File: src/hw/rtl/hsa_pkg.sv
// Shared types, sizes and codes for the heap sort unit.
// No dependencies; hsa_sorter and heap_sort_ascending_unit import this package.
`default_nettype none

package hsa_pkg;

    localparam int DEPTH  = 1024;
    localparam int WIDTH  = 32;
    localparam int VAL_W  = 32;
    localparam int ADDR_W = $clog2(DEPTH);
    localparam int CNT_W  = $clog2(DEPTH + 1);

    typedef logic signed [WIDTH-1:0] elem_t;
    typedef logic [ADDR_W-1:0]       addr_t;
    typedef logic [CNT_W-1:0]        cnt_t;
    typedef logic [1:0]              status_t;

    localparam logic    CMD_PUSH     = 1'b0;
    localparam logic    CMD_POP      = 1'b1;

    localparam status_t STATUS_OK    = 2'd0;
    localparam status_t STATUS_EMPTY = 2'd1;
    localparam status_t STATUS_FULL  = 2'd2;

    // one access slot of the element RAM
    typedef struct packed {
        logic  rd_en;
        addr_t rd_addr;
        logic  wr_en;
        addr_t wr_addr;
        elem_t wr_data;
    } mem_req_t;

    // sort request from the load/drain control
    typedef struct packed {
        logic start;
        cnt_t count;
    } sort_ctl_t;

endpackage

`default_nettype wire

File: src/hw/rtl/hsa_sorter.sv
// In-place heap sort sequencer working through the element RAM port.
// Depends on hsa_pkg.
`default_nettype none

module hsa_sorter (
    input  wire logic              clk,
    input  wire logic              rst_n,
    input  wire hsa_pkg::sort_ctl_t ctl,
    input  wire hsa_pkg::elem_t    rd_data,
    output hsa_pkg::mem_req_t      mem,
    output logic                   done
);

    import hsa_pkg::*;

    typedef enum logic [3:0] {
        S_IDLE,
        S_BLOAD,
        S_GETX,
        S_CHK,
        S_LEFT,
        S_RIGHT,
        S_ONE,
        S_PRD0,
        S_PRDK,
        S_PSWAP,
        S_FIN
    } state_t;

    state_t state_reg, state_next;
    logic   build_reg, build_next;
    addr_t  k_reg, k_next;
    addr_t  root_reg, root_next;
    addr_t  bottom_reg, bottom_next;
    addr_t  child_reg, child_next;
    addr_t  last_reg, last_next;
    elem_t  x_reg, x_next;
    elem_t  lval_reg, lval_next;

    logic [ADDR_W:0] left_w;
    logic [ADDR_W:0] bottom_w;
    logic            fin;
    addr_t           pick;
    elem_t           pick_val;

    assign left_w   = {root_reg, 1'b0};
    assign bottom_w = {1'b0, bottom_reg};

    always_comb
    begin
        state_next  = state_reg;
        build_next  = build_reg;
        k_next      = k_reg;
        root_next   = root_reg;
        bottom_next = bottom_reg;
        child_next  = child_reg;
        last_next   = last_reg;
        x_next      = x_reg;
        lval_next   = lval_reg;
        mem         = '0;
        done        = 1'b0;
        fin         = 1'b0;
        pick        = child_reg;
        pick_val    = lval_reg;

        unique case (state_reg)
            S_IDLE:
            begin
                if (ctl.start)
                begin
                    if (ctl.count < CNT_W'(2))
                    begin
                        state_next = S_FIN;
                    end
                    else
                    begin
                        last_next  = ADDR_W'(ctl.count - CNT_W'(1));
                        k_next     = ADDR_W'((ctl.count - CNT_W'(1)) >> 1);
                        build_next = 1'b1;
                        state_next = S_BLOAD;
                    end
                end
            end
            S_BLOAD:
            begin
                mem.rd_en   = 1'b1;
                mem.rd_addr = k_reg;
                root_next   = k_reg;
                bottom_next = last_reg;
                state_next  = S_GETX;
            end
            S_GETX:
            begin
                x_next     = rd_data;
                state_next = S_CHK;
            end
            S_CHK:
            begin
                if (root_reg == '0)
                begin
                    // the top slot has the single child 1
                    if (bottom_reg != '0)
                    begin
                        mem.rd_en   = 1'b1;
                        mem.rd_addr = ADDR_W'(1);
                        child_next  = ADDR_W'(1);
                        state_next  = S_ONE;
                    end
                    else
                    begin
                        fin = 1'b1;
                    end
                end
                else if (left_w > bottom_w)
                begin
                    fin = 1'b1;
                end
                else
                begin
                    mem.rd_en   = 1'b1;
                    mem.rd_addr = left_w[ADDR_W-1:0];
                    child_next  = left_w[ADDR_W-1:0];
                    state_next  = (left_w == bottom_w) ? S_ONE : S_LEFT;
                end
            end
            S_LEFT:
            begin
                lval_next   = rd_data;
                mem.rd_en   = 1'b1;
                mem.rd_addr = child_reg + ADDR_W'(1);
                state_next  = S_RIGHT;
            end
            S_RIGHT:
            begin
                if (lval_reg > rd_data)
                begin
                    pick     = child_reg;
                    pick_val = lval_reg;
                end
                else
                begin
                    pick     = child_reg + ADDR_W'(1);
                    pick_val = rd_data;
                end
                if (pick_val > x_reg)
                begin
                    mem.wr_en   = 1'b1;
                    mem.wr_addr = root_reg;
                    mem.wr_data = pick_val;
                    root_next   = pick;
                    state_next  = S_CHK;
                end
                else
                begin
                    fin = 1'b1;
                end
            end
            S_ONE:
            begin
                if (rd_data > x_reg)
                begin
                    mem.wr_en   = 1'b1;
                    mem.wr_addr = root_reg;
                    mem.wr_data = rd_data;
                    root_next   = child_reg;
                    state_next  = S_CHK;
                end
                else
                begin
                    fin = 1'b1;
                end
            end
            S_PRD0:
            begin
                mem.rd_en   = 1'b1;
                mem.rd_addr = '0;
                state_next  = S_PRDK;
            end
            S_PRDK:
            begin
                lval_next   = rd_data;
                mem.rd_en   = 1'b1;
                mem.rd_addr = k_reg;
                state_next  = S_PSWAP;
            end
            S_PSWAP:
            begin
                // old top goes to the end of the unsorted range
                mem.wr_en   = 1'b1;
                mem.wr_addr = k_reg;
                mem.wr_data = lval_reg;
                x_next      = rd_data;
                root_next   = '0;
                bottom_next = k_reg - ADDR_W'(1);
                state_next  = S_CHK;
            end
            S_FIN:
            begin
                done       = 1'b1;
                state_next = S_IDLE;
            end
            default:
            begin
                state_next = S_IDLE;
            end
        endcase

        // sift finished: drop the carried value into the hole
        if (fin)
        begin
            mem.wr_en   = 1'b1;
            mem.wr_addr = root_reg;
            mem.wr_data = x_reg;
            if (build_reg)
            begin
                if (k_reg == '0)
                begin
                    build_next = 1'b0;
                    k_next     = last_reg;
                    state_next = S_PRD0;
                end
                else
                begin
                    k_next     = k_reg - ADDR_W'(1);
                    state_next = S_BLOAD;
                end
            end
            else if (k_reg == ADDR_W'(1))
            begin
                state_next = S_FIN;
            end
            else
            begin
                k_next     = k_reg - ADDR_W'(1);
                state_next = S_PRD0;
            end
        end
    end

    always_ff @(posedge clk or negedge rst_n)
    begin
        if (!rst_n)
        begin
            state_reg <= S_IDLE;
            build_reg <= 1'b0;
        end
        else
        begin
            state_reg <= state_next;
            build_reg <= build_next;
        end
    end

    always_ff @(posedge clk)
    begin
        k_reg      <= k_next;
        root_reg   <= root_next;
        bottom_reg <= bottom_next;
        child_reg  <= child_next;
        last_reg   <= last_next;
        x_reg      <= x_next;
        lval_reg   <= lval_next;
    end

endmodule

`default_nettype wire

File: config.mk
export PLATFORM = sky130hd
export DESIGN_NAME = hsa_sorter
export DESIGN_NICKNAME = d
export VERILOG_FILES = /design/src/hw/rtl/hsa_pkg.sv /design/src/hw/rtl/hsa_sorter.sv
export SDC_FILE = /design/constraint.sdc
export NUM_CORES = 1
export LEC_CHECK = 0
export BUFFER_PORTS_ARGS = -buffer_cell sky130_fd_sc_hd__buf_2
export CAP_MARGIN = 10
export CORE_AREA = 2 2 153 155
export CTS_CLUSTER_SIZE = 30
export DETAILED_ROUTE_END_ITERATION = 10
export DIE_AREA = 0 0 155 157
export SKIP_CTS_REPAIR_TIMING = 1
export SYNTH_ARGS = -nofsm -noshare
export SYNTH_HDL_FRONTEND = slang
export SYNTH_SLANG_ARGS = --single-unit
File: constraint.sdc
create_clock -name clk -period 14.4 [get_ports clk]
set_clock_uncertainty 0.2 [all_clocks]
set_input_delay 1.44 -clock clk [delete_from_list [all_inputs] [get_ports clk]]
set_output_delay 1.44 -clock clk [all_outputs]
set_load 0.02 [all_outputs]
==> metrics <==
Die Wd 155 um; Max rail drop VDD 0.1221 mV; share of cells above drive strength 1 18.60%; Yosys top cell area share 34.78%; Distinct cells, synth 63; Avg Inst Size Synth 9.899 um^2; die height 157 um; Yosys reg bits 119; H-tree levels 4; Fillers 2159; Root Driver clkbuf_16; first-pass GRT wire length 39090 um; max-slew violations 0; placed cell area 9693 um^2; worst slew pin tran 1.129 ns; Max Cap Viol 0; min cycle time layout 9.008 ns; final setup violation count 0; clock sink total 119; Area Overhead vs Synth 14.62%; vias in the first global route 7276; setup_tns 0 ns; buffer and inverter count on the worst path 4; DRC Markers 0; Port Buffers 100; Global Route Usage Sum 20.51%; final period utilization 62.55%; Post-Synth Simple-Gate Area 12.97%; aggregate global routing overflow 0; TritonCTS Buffers 17; mux cell area share after synthesis 5.017%; synth warn 0; Setup WS post-layout 5.392 ns; Core Rows 55; Arr. time, crit path 7.37 ns; DRT Pass-1 Iters 5; CTS tree yes; syn nets 1062; prevailing post-synth register cell edfxtp_1; crit-path max cell delay 0.71 ns; Crit Path Category in -> out; clock slew at reported path FFs 0.06 ns; FF/Latch Area 3448 um^2; worst hold path type reg -> reg; final cell count without fillers 1286; WL/cell 19.23 um; FFs w/ async S/R, synth 4.202%; gpl congestion 0.8647; nets 1142; Area contributors post-synth edfxtp_1 (35%), ha_1 (15%), a221o_1 (5.1%); Hold WS 0.3575 ns; area of the multi-input gates 5012 um^2; Die Footprint 24340 um^2; Worst path slowest cell nand3_2; leading cell type in the layout, fill and taps excluded ha_1; largest family of logic cells by synthesized area compound AO/OA/AOI/OAI gates; Max Clock Freq 111.0 MHz; dpl hpwl 18290 um; detailed-route vias per instance 5.713; post-place setup slack 5.327 ns; required time worst endpoint 12.76 ns; io pins 101; Leakage 4.474 nW; final WL 24730 um; Pwr Density 192.1 nW/um^2; CTS max path bufs 2; vias 7347; EDFF count, synth 104; adder-cell area share of the yosys netlist 15.19%; pin count of the biggest net entering global routing 53; status completed; Worst-Skew Late Latency 0.43 ns; final instance area 10290 um^2; critical path endpoint category output port; Final Hold Vio Count 0; Post-Syn Instances 907; xor and xnor fraction of the mapped netlist area 2.536%; worst rel slew slack 24.14%; Detail Route Antenna Nets 0; Setup crit start kind primary input; starting density of the core 39.90%; unrepaired setup endpoints after global routing no; CP cell instances buf_2 > inv_1 > ha_1 > nand4_1 > nor4_1 > a21boi_0 > o311a_1 > o211a_1 > buf_4 > mux2_2 > ha_1 > nand2_1 > or4_1 > a21oi_1 > or4b_1 > and4_4 > or3_4 > nand3_2 > a221o_1 > buf_2; First DRT Iteration DRCs 476; dpl cells 1253; Syn Std Cell Area 8979 um^2; top cell type by total area after synthesis edfxtp_1; sequential cell area fraction in the yosys report 38.41%; crit-path max FO 38; compound-gate portion of the synthesized area 19.86%; most frequent cells in the layout ha_1 (109), edfxtp_1 (104), buf_2 (100); Core Region 22500 um^2; Top Family by Delay on Critical Path simple AND/OR/NAND/NOR gates; initial antenna violation count 1
==> final cells by class <==
cell class | instances | share of cell area [%]
Antenna cell | 1 | 0.02432
Sequential cell | 119 | 33.51
Clock buffer | 19 | 4.511
Inverter | 86 | 3.137
Clock inverter | 13 | 1.277
Tap cell | 285 | 3.465
Timing Repair Buffer | 107 | 5.374
Multi-Input combinational cell | 656 | 48.71
==> cell usage after synthesis (all sizes together), types with 24 or more instances <==
library cell,instances
a21boi,35
a21oi,61
a221o,46
clkbuf,31
edfxtp,104
ha,109
inv,85
mux2,32
nand2,58
nand3,25
nand4,24
nor2,55
o21ai,32
==> worst min-delay path, delay by kind of cell (launching register included) <==
kind | cells | cell delay, ns
flops | 1 | 0.34
compound gates | 1 | 0.06
simple gates | 1 | 0.05
==> power breakdown <==
| part | total (mW) | internal [mW] | switching (mW) |
|---|---|---|---|
| registers | 0.648 | 0.518 | 0.130 |
| logic | 0.895 | 0.352 | 0.543 |
| clock network | 0.434 | 0.257 | 0.177 |
==> worst paths after layout <==
| path | from | to | slack [ns] | cells past startpoint |
|---|---|---|---|---|
| max in group asynchronous | rst_n | state_reg[3]$_DFFE_PN0P_ | 13.23 | 1 |
| max | rd_data[14] | mem[18] | 5.39 | 20 |
| min in group asynchronous | rst_n | build_reg$_DFF_PN0_ | 0.62 | 1 |
| max reg2reg | lval_reg[14]$_DFFE_PP_ | k_reg[9]$_DFF_P_ | 8.00 | 17 |
| min reg2reg | last_reg[8]$_DFFE_PP_ | bottom_reg[8]$_DFFE_PP_ | 0.36 | 2 |
| min | last_reg[8]$_DFFE_PP_ | bottom_reg[8]$_DFFE_PP_ | 0.36 | 2 |
==> cells by family after synthesis <==
family	after synthesis
AOI/OAI and AO/OA	247
and+or+nand+nor	233
buffers and inverters	132
DFF	119
adders and majority gates	109
muxes	41
xor gates and xnor gates	26
==> per-stage QoR <==
step | util [%] | power [mW]
2_1_floorplan | - | 1.273
3_3_place_gp | 43.07 | 1.531
3_5_place_dp | 43.07 | 1.541
4_1_cts | 45.72 | 1.979
5_1_grt | 45.72 | 2.109
6_report | 45.73 | 1.977
==> routing by layer <==
| layer | routed length [um] | GRT usage (%) |
|---|---|---|
| met5 | 0 | 0 |
| met4 | 478 | 6.526 |
| met3 | 1249 | 3.607 |
| met2 | 11790 | 35.20 |
| met1 | 11210 | 26.36 |
Power figures use the tool's default switching activity.
